## src/sv/biq_pkg.sv

```systemverilog
// Package: widths, fixed-point constants, types and saturation helpers for the biquad.
package biq_pkg;

   localparam int SAMPLE_WIDTH = 24;
   localparam int COEF_WIDTH   = 32;
   localparam int STATE_WIDTH  = 40;

   localparam int SAMPLE_FRAC = SAMPLE_WIDTH - 1;
   localparam int COEF_FRAC   = COEF_WIDTH - 4;
   localparam int STATE_FRAC  = STATE_WIDTH - 9;

   localparam int NUM_COEF  = 5;
   localparam int CSR_IDX_W = $clog2(NUM_COEF);

   // y is fed to the multiplier in two halves: unsigned low, signed high
   localparam int Y_LO_W = STATE_WIDTH / 2;
   localparam int Y_HI_W = STATE_WIDTH - Y_LO_W;
   localparam int MUL_B_W0 = (SAMPLE_WIDTH > Y_HI_W) ? SAMPLE_WIDTH : Y_HI_W;
   localparam int MUL_B_WIDTH = (MUL_B_W0 > Y_LO_W + 1) ? MUL_B_W0 : Y_LO_W + 1;
   localparam int PROD_W = COEF_WIDTH + MUL_B_WIDTH;

   // accumulator holds a full coefficient times state product plus headroom
   localparam int ACC_W = COEF_WIDTH + STATE_WIDTH + 1;

   localparam int BSH = COEF_FRAC + SAMPLE_FRAC - STATE_FRAC;
   localparam int ASH = COEF_FRAC;
   localparam int OSH = STATE_FRAC - SAMPLE_FRAC;
   localparam int YR_W = STATE_WIDTH + 1 - OSH;

   localparam logic signed [ACC_W-1:0] HALF_B  = ACC_W'(1) << (BSH - 1);
   localparam logic signed [ACC_W-1:0] NEG_RND = (ACC_W'(1) << (ASH - 1)) + ACC_W'(1);
   localparam logic signed [STATE_WIDTH:0] HALF_O = (STATE_WIDTH + 1)'(1) << (OSH - 1);

   localparam logic signed [ACC_W-1:0] STATE_MAX =
      {{(ACC_W - STATE_WIDTH + 1){1'b0}}, {(STATE_WIDTH - 1){1'b1}}};
   localparam logic signed [ACC_W-1:0] STATE_MIN = ~STATE_MAX;
   localparam logic signed [YR_W-1:0] SAMPLE_MAX =
      {{(YR_W - SAMPLE_WIDTH + 1){1'b0}}, {(SAMPLE_WIDTH - 1){1'b1}}};
   localparam logic signed [YR_W-1:0] SAMPLE_MIN = ~SAMPLE_MAX;

   localparam logic signed [COEF_WIDTH-1:0] COEF_ONE = COEF_WIDTH'(1) << COEF_FRAC;

   typedef enum logic [CSR_IDX_W-1:0] {
      REG_B0 = 0,
      REG_B1 = 1,
      REG_B2 = 2,
      REG_A1 = 3,
      REG_A2 = 4
   } biq_reg_type;

   typedef struct packed {
      logic signed [COEF_WIDTH-1:0] b0;
      logic signed [COEF_WIDTH-1:0] b1;
      logic signed [COEF_WIDTH-1:0] b2;
      logic signed [COEF_WIDTH-1:0] a1;
      logic signed [COEF_WIDTH-1:0] a2;
   } biq_coef_type;

   typedef enum logic [3:0] {
      ST_IDLE,
      ST_MB0,
      ST_RB0,
      ST_Y,
      ST_T1,
      ST_T2,
      ST_A1H,
      ST_A1R,
      ST_D1,
      ST_A2H,
      ST_A2R,
      ST_D2
   } biq_state_type;

   typedef struct packed {
      biq_state_type step;
      logic          load_x;
      logic          clear;
      logic          commit;
   } biq_ctl_type;

   typedef struct packed {
      logic signed [STATE_WIDTH-1:0] value;
      logic                          clip;
   } biq_state_sat_type;

   typedef struct packed {
      logic signed [SAMPLE_WIDTH-1:0] value;
      logic                           clip;
   } biq_sample_sat_type;

   function automatic biq_state_sat_type sat_state(input logic signed [ACC_W-1:0] v);
      biq_state_sat_type r;
      if (v > STATE_MAX) begin
         r.value = STATE_MAX[STATE_WIDTH-1:0];
         r.clip  = 1'b1;
      end else if (v < STATE_MIN) begin
         r.value = STATE_MIN[STATE_WIDTH-1:0];
         r.clip  = 1'b1;
      end else begin
         r.value = v[STATE_WIDTH-1:0];
         r.clip  = 1'b0;
      end
      return r;
   endfunction

   function automatic biq_sample_sat_type sat_sample(input logic signed [YR_W-1:0] v);
      biq_sample_sat_type r;
      if (v > SAMPLE_MAX) begin
         r.value = SAMPLE_MAX[SAMPLE_WIDTH-1:0];
         r.clip  = 1'b1;
      end else if (v < SAMPLE_MIN) begin
         r.value = SAMPLE_MIN[SAMPLE_WIDTH-1:0];
         r.clip  = 1'b1;
      end else begin
         r.value = v[SAMPLE_WIDTH-1:0];
         r.clip  = 1'b0;
      end
      return r;
   endfunction

endpackage

```

## src/sv/biq_if.sv

```systemverilog
// Interfaces: request and response stream channels of the biquad.
interface biq_req_if import biq_pkg::*; ();
   logic                           valid;
   logic                           ready;
   logic                           command;
   logic signed [SAMPLE_WIDTH-1:0] sample_in;

   modport source (output valid, command, sample_in, input ready);
   modport sink (input valid, command, sample_in, output ready);
endinterface

interface biq_rsp_if import biq_pkg::*; ();
   logic                           valid;
   logic                           ready;
   logic signed [SAMPLE_WIDTH-1:0] sample_out;
   logic                           clipped;

   modport source (output valid, sample_out, clipped, input ready);
   modport sink (input valid, sample_out, clipped, output ready);
endinterface

```

## src/sv/biq_coef_regs.sv

```systemverilog
// Coefficient register file written through the CSR port.
module biq_coef_regs import biq_pkg::*; (
   input  logic                  clock,
   input  logic                  reset,
   input  logic                  csr_wr_en,
   input  logic [CSR_IDX_W-1:0]  csr_index,
   input  logic [COEF_WIDTH-1:0] csr_data,
   output biq_coef_type          coefs
);

   biq_coef_type coef_ff, coef_in;

   always_comb begin
      coef_in = coef_ff;
      if (csr_wr_en) begin
         unique case (csr_index)
            REG_B0:  coef_in.b0 = csr_data;
            REG_B1:  coef_in.b1 = csr_data;
            REG_B2:  coef_in.b2 = csr_data;
            REG_A1:  coef_in.a1 = csr_data;
            REG_A2:  coef_in.a2 = csr_data;
            default: coef_in = coef_ff;
         endcase
      end
   end

   always_ff @(posedge clock) begin
      if (reset) begin
         coef_ff.b0 <= COEF_ONE;
         coef_ff.b1 <= '0;
         coef_ff.b2 <= '0;
         coef_ff.a1 <= '0;
         coef_ff.a2 <= '0;
      end else begin
         coef_ff <= coef_in;
      end
   end

   assign coefs = coef_ff;

endmodule

```

## src/sv/biq_ctrl.sv

```systemverilog
// Sequencer: walks one sample through the shared multiplier and accumulator steps.
module biq_ctrl import biq_pkg::*; (
   input  logic        clock,
   input  logic        reset,
   input  logic        req_valid,
   input  logic        req_command,
   output logic        req_ready,
   input  logic        rsp_ready,
   output logic        rsp_valid,
   output biq_ctl_type ctl
);

   biq_state_type state_ff, state_in;
   logic          rsp_valid_ff, rsp_valid_in;

   always_ff @(posedge clock) begin
      if (reset) begin
         state_ff     <= ST_IDLE;
         rsp_valid_ff <= 1'b0;
      end else begin
         state_ff     <= state_in;
         rsp_valid_ff <= rsp_valid_in;
      end
   end

   always_comb begin
      state_in   = state_ff;
      req_ready  = 1'b0;
      ctl.step   = state_ff;
      ctl.load_x = 1'b0;
      ctl.clear  = 1'b0;
      ctl.commit = 1'b0;
      unique case (state_ff)
         ST_IDLE: begin
            req_ready = 1'b1;
            if (req_valid) begin
               if (req_command) begin
                  ctl.clear = 1'b1;
               end else begin
                  ctl.load_x = 1'b1;
                  state_in   = ST_MB0;
               end
            end
         end
         ST_MB0: state_in = ST_RB0;
         ST_RB0: state_in = ST_Y;
         ST_Y:   state_in = ST_T1;
         ST_T1:  state_in = ST_T2;
         ST_T2:  state_in = ST_A1H;
         ST_A1H: state_in = ST_A1R;
         ST_A1R: state_in = ST_D1;
         ST_D1:  state_in = ST_A2H;
         ST_A2H: state_in = ST_A2R;
         ST_A2R: state_in = ST_D2;
         ST_D2: begin
            if (!rsp_valid_ff || rsp_ready) begin
               ctl.commit = 1'b1;
               state_in   = ST_IDLE;
            end
         end
         default: state_in = ST_IDLE;
      endcase
      if (ctl.commit) begin
         rsp_valid_in = 1'b1;
      end else if (rsp_ready) begin
         rsp_valid_in = 1'b0;
      end else begin
         rsp_valid_in = rsp_valid_ff;
      end
   end

   assign rsp_valid = rsp_valid_ff;

endmodule

```

## src/sv/biq_datapath.sv

```systemverilog
// Datapath: shared multiplier, accumulator, delay state and output register.
module biq_datapath import biq_pkg::*; (
   input  logic                           clock,
   input  logic                           reset,
   input  biq_coef_type                   coefs,
   input  biq_ctl_type                    ctl,
   input  logic signed [SAMPLE_WIDTH-1:0] sample_in,
   output logic signed [SAMPLE_WIDTH-1:0] sample_out,
   output logic                           clipped
);

   logic signed [SAMPLE_WIDTH-1:0] x_ff, x_in;
   logic signed [PROD_W-1:0]       prod_ff, prod_in;
   logic signed [ACC_W-1:0]        acc_ff, acc_in;
   logic signed [ACC_W-1:0]        t1_ff, t1_in;
   logic signed [ACC_W-1:0]        t2_ff, t2_in;
   logic signed [STATE_WIDTH-1:0]  y_ff, y_in;
   logic signed [YR_W-1:0]         yr_ff, yr_in;
   logic signed [STATE_WIDTH-1:0]  d1_ff, d1_in;
   logic signed [STATE_WIDTH-1:0]  d2_ff, d2_in;
   logic                           clip_ff, clip_in;
   logic signed [SAMPLE_WIDTH-1:0] out_sample_ff, out_sample_in;
   logic                           out_clip_ff, out_clip_in;

   logic signed [COEF_WIDTH-1:0]   mul_a;
   logic signed [MUL_B_WIDTH-1:0]  mul_b;
   logic                           mul_en;
   logic signed [MUL_B_WIDTH-1:0]  op_x, op_ylo, op_yhi;
   logic signed [ACC_W-1:0]        prod_ext, b_term, a_term;
   logic signed [STATE_WIDTH:0]    y_sum;
   biq_state_sat_type              sat_s;
   biq_sample_sat_type             sat_o;

   assign op_x     = MUL_B_WIDTH'(x_ff);
   assign op_ylo   = MUL_B_WIDTH'(signed'({1'b0, y_ff[Y_LO_W-1:0]}));
   assign op_yhi   = MUL_B_WIDTH'(signed'(y_ff[STATE_WIDTH-1:Y_LO_W]));
   assign prod_ext = ACC_W'(prod_ff);
   assign b_term   = acc_ff >>> BSH;
   assign a_term   = acc_ff >>> ASH;
   assign y_sum    = (STATE_WIDTH + 1)'(y_ff) + HALF_O;
   assign prod_in  = mul_en ? mul_a * mul_b : prod_ff;

   always_comb begin
      x_in          = x_ff;
      acc_in        = acc_ff;
      t1_in         = t1_ff;
      t2_in         = t2_ff;
      y_in          = y_ff;
      yr_in         = yr_ff;
      d1_in         = d1_ff;
      d2_in         = d2_ff;
      clip_in       = clip_ff;
      out_sample_in = out_sample_ff;
      out_clip_in   = out_clip_ff;
      mul_en        = 1'b0;
      mul_a         = coefs.b0;
      mul_b         = op_x;
      sat_s         = sat_state(t2_ff + a_term);
      sat_o         = sat_sample(yr_ff);
      unique case (ctl.step)
         ST_IDLE: begin
            if (ctl.load_x) begin
               x_in    = sample_in;
               clip_in = 1'b0;
            end
            if (ctl.clear) begin
               d1_in = '0;
               d2_in = '0;
            end
         end
         ST_MB0: begin
            mul_en = 1'b1;
         end
         ST_RB0: begin
            acc_in = prod_ext + HALF_B;
            mul_en = 1'b1;
            mul_a  = coefs.b1;
         end
         ST_Y: begin
            sat_s   = sat_state(b_term + ACC_W'(d1_ff));
            y_in    = sat_s.value;
            clip_in = clip_ff | sat_s.clip;
            acc_in  = prod_ext + HALF_B;
            mul_en  = 1'b1;
            mul_a   = coefs.b2;
         end
         ST_T1: begin
            t1_in  = b_term + ACC_W'(d2_ff);
            yr_in  = YR_W'(y_sum >>> OSH);
            acc_in = prod_ext + HALF_B;
            mul_en = 1'b1;
            mul_a  = coefs.a1;
            mul_b  = op_ylo;
         end
         ST_T2: begin
            t2_in  = b_term;
            acc_in = prod_ext;
            mul_en = 1'b1;
            mul_a  = coefs.a1;
            mul_b  = op_yhi;
         end
         ST_A1H: begin
            acc_in = acc_ff + (prod_ext <<< Y_LO_W);
            mul_en = 1'b1;
            mul_a  = coefs.a2;
            mul_b  = op_ylo;
         end
         ST_A1R: begin
            // negate and round half up in one pass: ~p + 1 + half
            acc_in = ~acc_ff + NEG_RND;
         end
         ST_D1: begin
            sat_s   = sat_state(t1_ff + a_term);
            d1_in   = sat_s.value;
            clip_in = clip_ff | sat_s.clip;
            acc_in  = prod_ext;
            mul_en  = 1'b1;
            mul_a   = coefs.a2;
            mul_b   = op_yhi;
         end
         ST_A2H: begin
            acc_in = acc_ff + (prod_ext <<< Y_LO_W);
         end
         ST_A2R: begin
            acc_in = ~acc_ff + NEG_RND;
         end
         ST_D2: begin
            if (ctl.commit) begin
               d2_in         = sat_s.value;
               out_sample_in = sat_o.value;
               out_clip_in   = clip_ff | sat_s.clip | sat_o.clip;
            end
         end
         default: begin
            acc_in = acc_ff;
         end
      endcase
   end

   always_ff @(posedge clock) begin
      if (reset) begin
         d1_ff <= '0;
         d2_ff <= '0;
      end else begin
         d1_ff <= d1_in;
         d2_ff <= d2_in;
      end
   end

   always_ff @(posedge clock) begin
      x_ff          <= x_in;
      prod_ff       <= prod_in;
      acc_ff        <= acc_in;
      t1_ff         <= t1_in;
      t2_ff         <= t2_in;
      y_ff          <= y_in;
      yr_ff         <= yr_in;
      clip_ff       <= clip_in;
      out_sample_ff <= out_sample_in;
      out_clip_ff   <= out_clip_in;
   end

   assign sample_out = out_sample_ff;
   assign clipped    = out_clip_ff;

endmodule

```

## src/sv/biquad_iir_filter.sv

```systemverilog
// Biquad IIR section, transposed direct form II, 24-bit samples, Q4.28 coefficients,
// 40-bit Q9.31 saturating state. From acceptance to the result register, a filter
// transaction makes seven passes through the single 32x24 multiplier plus the
// accumulator's rounding and saturating sums, one step per cycle unless the last
// step stalls on an untaken response. The block takes one sample at a time; the
// request channel is ready again in the cycle after the result is registered, even
// while it waits. A clear transaction zeroes both delays and returns no response.
module biquad_iir_filter import biq_pkg::*; (
   input  logic                  clock,
   input  logic                  reset,
   input  logic                  csr_wr_en,
   input  logic [CSR_IDX_W-1:0]  csr_index,
   input  logic [COEF_WIDTH-1:0] csr_data,
   biq_req_if.sink               req_chan,
   biq_rsp_if.source             rsp_chan
);

   biq_coef_type coefs;
   biq_ctl_type  ctl;

   biq_coef_regs u_coef_regs (
      .clock     (clock),
      .reset     (reset),
      .csr_wr_en (csr_wr_en),
      .csr_index (csr_index),
      .csr_data  (csr_data),
      .coefs     (coefs)
   );

   biq_ctrl u_ctrl (
      .clock       (clock),
      .reset       (reset),
      .req_valid   (req_chan.valid),
      .req_command (req_chan.command),
      .req_ready   (req_chan.ready),
      .rsp_ready   (rsp_chan.ready),
      .rsp_valid   (rsp_chan.valid),
      .ctl         (ctl)
   );

   biq_datapath u_datapath (
      .clock      (clock),
      .reset      (reset),
      .coefs      (coefs),
      .ctl        (ctl),
      .sample_in  (req_chan.sample_in),
      .sample_out (rsp_chan.sample_out),
      .clipped    (rsp_chan.clipped)
   );

   a_clear_no_rsp: assert property (@(posedge clock) disable iff (reset)
      (req_chan.valid && req_chan.ready && req_chan.command && !rsp_chan.valid)
      |=> !rsp_chan.valid)
      else $error("clear transaction produced a response");

   a_rsp_from_last_step: assert property (@(posedge clock) disable iff (reset)
      $rose(rsp_chan.valid) |-> $past(ctl.step == ST_D2))
      else $error("response raised outside the final step");

   a_filter_starts: assert property (@(posedge clock) disable iff (reset)
      (req_chan.valid && req_chan.ready && !req_chan.command) |=> (ctl.step == ST_MB0))
      else $error("filter transaction did not start the sequence");

endmodule
```

## src/flat_wrapper.sv

```systemverilog
// flat-port wrapper written by rule: the top's interface ports become plain ports
module biquad_iir_filter_flat import biq_pkg::*;
  (clock, reset, csr_wr_en, csr_index, csr_data, req_chan_valid, req_chan_command, req_chan_sample_in, req_chan_ready, rsp_chan_valid, rsp_chan_sample_out, rsp_chan_clipped, rsp_chan_ready);
  biq_req_if req_chan_i ();
  biq_rsp_if rsp_chan_i ();
  input  logic clock;
  input  logic reset;
  input  logic csr_wr_en;
  input  logic [CSR_IDX_W-1:0] csr_index;
  input  logic [COEF_WIDTH-1:0] csr_data;
  input wire logic [$bits(req_chan_i.valid)-1:0] req_chan_valid;
  input wire logic [$bits(req_chan_i.command)-1:0] req_chan_command;
  input wire logic [$bits(req_chan_i.sample_in)-1:0] req_chan_sample_in;
  output wire logic [$bits(req_chan_i.ready)-1:0] req_chan_ready;
  output wire logic [$bits(rsp_chan_i.valid)-1:0] rsp_chan_valid;
  output wire logic [$bits(rsp_chan_i.sample_out)-1:0] rsp_chan_sample_out;
  output wire logic [$bits(rsp_chan_i.clipped)-1:0] rsp_chan_clipped;
  input wire logic [$bits(rsp_chan_i.ready)-1:0] rsp_chan_ready;
  assign req_chan_i.valid = req_chan_valid;
  assign req_chan_i.command = req_chan_command;
  assign req_chan_i.sample_in = req_chan_sample_in;
  assign req_chan_ready = req_chan_i.ready;
  assign rsp_chan_valid = rsp_chan_i.valid;
  assign rsp_chan_sample_out = rsp_chan_i.sample_out;
  assign rsp_chan_clipped = rsp_chan_i.clipped;
  assign rsp_chan_i.ready = rsp_chan_ready;
  biquad_iir_filter u_core (.clock(clock), .reset(reset), .csr_wr_en(csr_wr_en), .csr_index(csr_index), .csr_data(csr_data), .req_chan(req_chan_i), .rsp_chan(rsp_chan_i));
endmodule
```

## config.mk

```make
export PLATFORM = sky130hd
export DESIGN_NAME = biquad_iir_filter_flat
export DESIGN_NICKNAME = d
export VERILOG_FILES = /design/src/sv/biq_pkg.sv /design/src/sv/biq_if.sv /design/src/sv/biq_coef_regs.sv /design/src/sv/biq_ctrl.sv /design/src/sv/biq_datapath.sv /design/src/sv/biquad_iir_filter.sv /design/src/flat_wrapper.sv
export SDC_FILE = /design/constraint.sdc
export NUM_CORES = 2
export LEC_CHECK = 0
export ABC_CLOCK_PERIOD_IN_PS = 11500
export BUFFER_PORTS_ARGS = -buffer_cell sky130_fd_sc_hd__clkbuf_2
export CELL_PAD_IN_SITES_DETAIL_PLACEMENT = 1
export CELL_PAD_IN_SITES_GLOBAL_PLACEMENT = 2
export CORE_ASPECT_RATIO = 0.9
export CORE_MARGIN = 3
export CORE_UTILIZATION = 38
export CTS_CLUSTER_SIZE = 20
export DETAILED_ROUTE_END_ITERATION = 12
export PLACE_DENSITY_LB_ADDON = 0.1
export SYNTH_ARGS = -nofsm -noshare
export SYNTH_HDL_FRONTEND = slang
export SYNTH_SLANG_ARGS = --single-unit
```

## constraint.sdc

```tcl
create_clock -name clock -period 11.5 [get_ports clock]
set_input_delay 2.3 -clock clock [delete_from_list [all_inputs] [get_ports clock]]
set_output_delay 2.3 -clock clock [all_outputs]
set_load 0.1 [all_outputs]
```

==> run metrics <==
outcome finished clean; Post-Synth Simple-Gate Area 15.8%; Final HPWL DP 204000 µm; Leakage 0.0324 µW; Worst slew margin roughly an eighth; fin crit period 10.87 ns; Rows 145; clk slew on worst S/H paths around 0.060 ns; max-cap violation count 0; placed insts approximately 9900; Die Height around 400 µm; wire per inst approximately 26 µm; Syn Area/Cell around 8.8 µm²; pre-CTS setup slack 0.492 ns; Final WS setup roughly 0.63 ns; Yosys warning count 0; gr ovfl total 0; dominant cell type by area after synthesis fa_1; Synth-to-Final Area Change 9.45%; Via density 5.58; Startpoint Class flop; Min-Delay Startpoint u_core.u_coef_regs.coefs[18]; RSZ-0062 raised after global routing false; I/O Buffers 91; Reg-to-Reg End u_core.u_datapath.prod_ff[55]; Max Clock Skew ~0.048 ns; hold buffer count at CTS 0; Setup CP Type flop to flop; most common cell type on the critical path fa_1; final setup violation count 0; Slowest-stage cell, CP a221o_1; top-count cell post-synth nand2_1; Synth Register Bits just over 600; Reg2Reg Depth 31; I/O pin count 92; Detailed Route Iter0 Violations between 3000 and 4000; Setup TNS 0 ns; TritonRoute pass-1 iters 6; cts bufs inserted 79; Starting Density 38.5%; post-synthesis compound-gate area fraction between 15 and 20%; ANT nets after route 0; Die Wd approximately 450 µm; Pwr Density 134 nW/µm²; Post-synth top cells nand2_1 (1088), inv_1 (902), fa_1 (788), nor2_1 (700), a21oi_1 (595); all-layer global routing usage 28.4%; ranking of synthesized cells by area fa_1 (23%), edfxtp_1 (16%), ha_1 (7.8%); crit path DAT roughly 11 ns; VDD IR max 0.0997 mV; Final Cell Area around 74000 µm²; total number of vias 55843; CP max FO 22; Clock Tree Buf Depth 3; CP max stage delay around 0.84 ns; Root Driver clkbuf_16; final hold viol count 0; Cell variety after synth approximately 100; Worst R2R Start u_core.u_ctrl.state_ff[2]; CTS tree built; Crit. End Element flop; Fin Hold WS around 0.46 ns; Worst Path Required about 12 ns; Max Fclk roughly 92 MHz; crit path launch u_core.u_ctrl.state_ff[2]; initial antenna violation count 2; post-layout net count approximately 8900; Yosys top cell area share about a quarter; Skew-Pair Late Insertion Delay between 0.7 and 0.8 ns; DRC Markers 0; flop2flop setup slack roughly 0.63 ns; CP endpoint u_core.u_datapath.prod_ff[55]; share of layout cells above drive strength 1 roughly 7.4%; max-slew violation count 0; post-synth net total around 8900; fillers 20271; mux cell area share after synthesis roughly 1.1%; ys flop type edfxtp_1; largest family of logic cells by synthesized area adder cells; Synth Cell Area between 60000 and 70000 µm²; adder-cell share of the synthesized area ~31%; Placed Area about 71000 µm²; largest net degree at the start of global routing between 100 and 150; drt total wl approximately 260000 µm; XOR/XNOR Fraction of Synth Area roughly 5.0%; core area 175000 µm²; Die Area ~180000 µm²; ys async rst share 0%; Tcrit/Tclk final between 90 and 100%; H-Tree Depth 3; Hold Crit Class flop to flop; Cells after Synth about 7600; Non-Filler Instances approximately 10000; first-pass GRT wire length slightly below 400000 µm; Placer Congestion about 0.92; vias in the first global route roughly 60000; EDFF count, synth between 300 and 400; Worst-Margin Slew 1.31 ns; sequential area share after synthesis a little under a quarter; clock sinks between 600 and 700
==> placed cells by master, fill, tap and decap left out, types with 152 or more instances in the layout <==
cell type,n
a21o_1,248
a21oi_1,586
buf_4,152
dfxtp_1,244
edfxtp_1,359
fa_1,788
ha_1,418
inv_1,902
nand2_1,1086
nor2_1,693
o21ai_0,214
xnor2_1,255
==> power breakdown <==
part / switching, µW / leakage (µW) / internal, µW
Clock: 1130 / 0.00132 / 1550
Combinational: 2630 / 0.0258 / 1610
Sequential: 403 / 0.00527 / 2560
==> worst max-delay path, delay by kind of cell, from the launching register on <==
kind | cells | cell delay (ns)
flip-flops | 1 | 0.67
AND/OR/NAND/NOR | 6 | 1.68
XOR/XNOR | 1 | 0.09
adder cells (fa/ha/maj) | 8 | 4.02
AO/OA/AOI/OAI | 12 | 3.79
buffers and inverters | 4 | 0.34
==> worst min-delay path by stage <==
stage	endpoint	cells after the start
4_1_cts	u_core.u_coef_regs.coefs[84]	2
6_report	u_core.u_coef_regs.coefs[18]	2
2_1_floorplan	u_core.u_coef_regs.coefs[91]	2
5_1_grt	u_core.u_coef_regs.coefs[18]	2
3_5_place_dp	u_core.u_coef_regs.coefs[84]	2
3_3_place_gp	u_core.u_coef_regs.coefs[23]	2
==> through the flow <==
| stage | total power [µW] | util, % |
|---|---|---|
| floorplan | 5710 | - |
| global placement | 7150 | 40.5 |
| detailed placement | 7210 | 40.5 |
| global route | 10500 | 42.1 |
| CTS | 9950 | 42.1 |
| finish | 9880 | 42.1 |
==> registers in the layout, indices dropped and copies added (netlist names), 33 cells and up <==
signal                     count
u_core.u_datapath.acc_ff      73
u_core.u_datapath.d1_ff       40
u_core.u_datapath.t2_ff       53
u_core.u_datapath.d2_ff       40
u_core.u_datapath.t1_ff       54
u_core.u_datapath.y_ff        40
u_core.u_coef_regs.coefs     160
u_core.u_datapath.prod_ff     56
u_core.u_datapath.yr_ff       33
==> timing repair <==
item / 4_1_cts / 5_1_grt
endpoints found under the setup margin: 0 / 2
gates resized for setup: 0 / 2
buffers inserted: 0 / 0
==> routing by layer <==
metal / GRT usage [%] / up-vias / part of all wire [%]
li1: - / 25590 / -
met5: 0 / - / 0
met1: 38.0 / 28625 / 45
met2: 47.8 / 1270 / 47
met3: 3.25 / 358 / 4.4
met4: 9.83 / 0 / 3.9
==> logic make-up (layout without fill, tap and decap cells) <==
logic type               count (synthesis)  after routing
AND/OR/NAND/NOR                       2437           2437
AO/OA/AOI/OAI                         1660           1660
buffers and inverters                 1254           1293
adder cells (fa/ha/maj)               1206           1206
flip-flops                             604            604
XOR/XNOR                               384            384
multiplexers                            71             71
other                                    0              1
==> cell type report <==
type / count / area [µm²] / area share, %
multi-input cells: 5758 / 47100 / 64.1
inverters: 903 / 3390 / 4.61
clock buffers: 92 / 2090 / 2.84
clock inverters: 54 / 677 / 0.921
diodes: 1 / 2.50 / 0.00340
well taps: 2352 / 2940 / 4.00
flip-flops and latches: 604 / 15700 / 21.3
repair buffers: 244 / 1630 / 2.21
(Power assumes the default switching activity.)
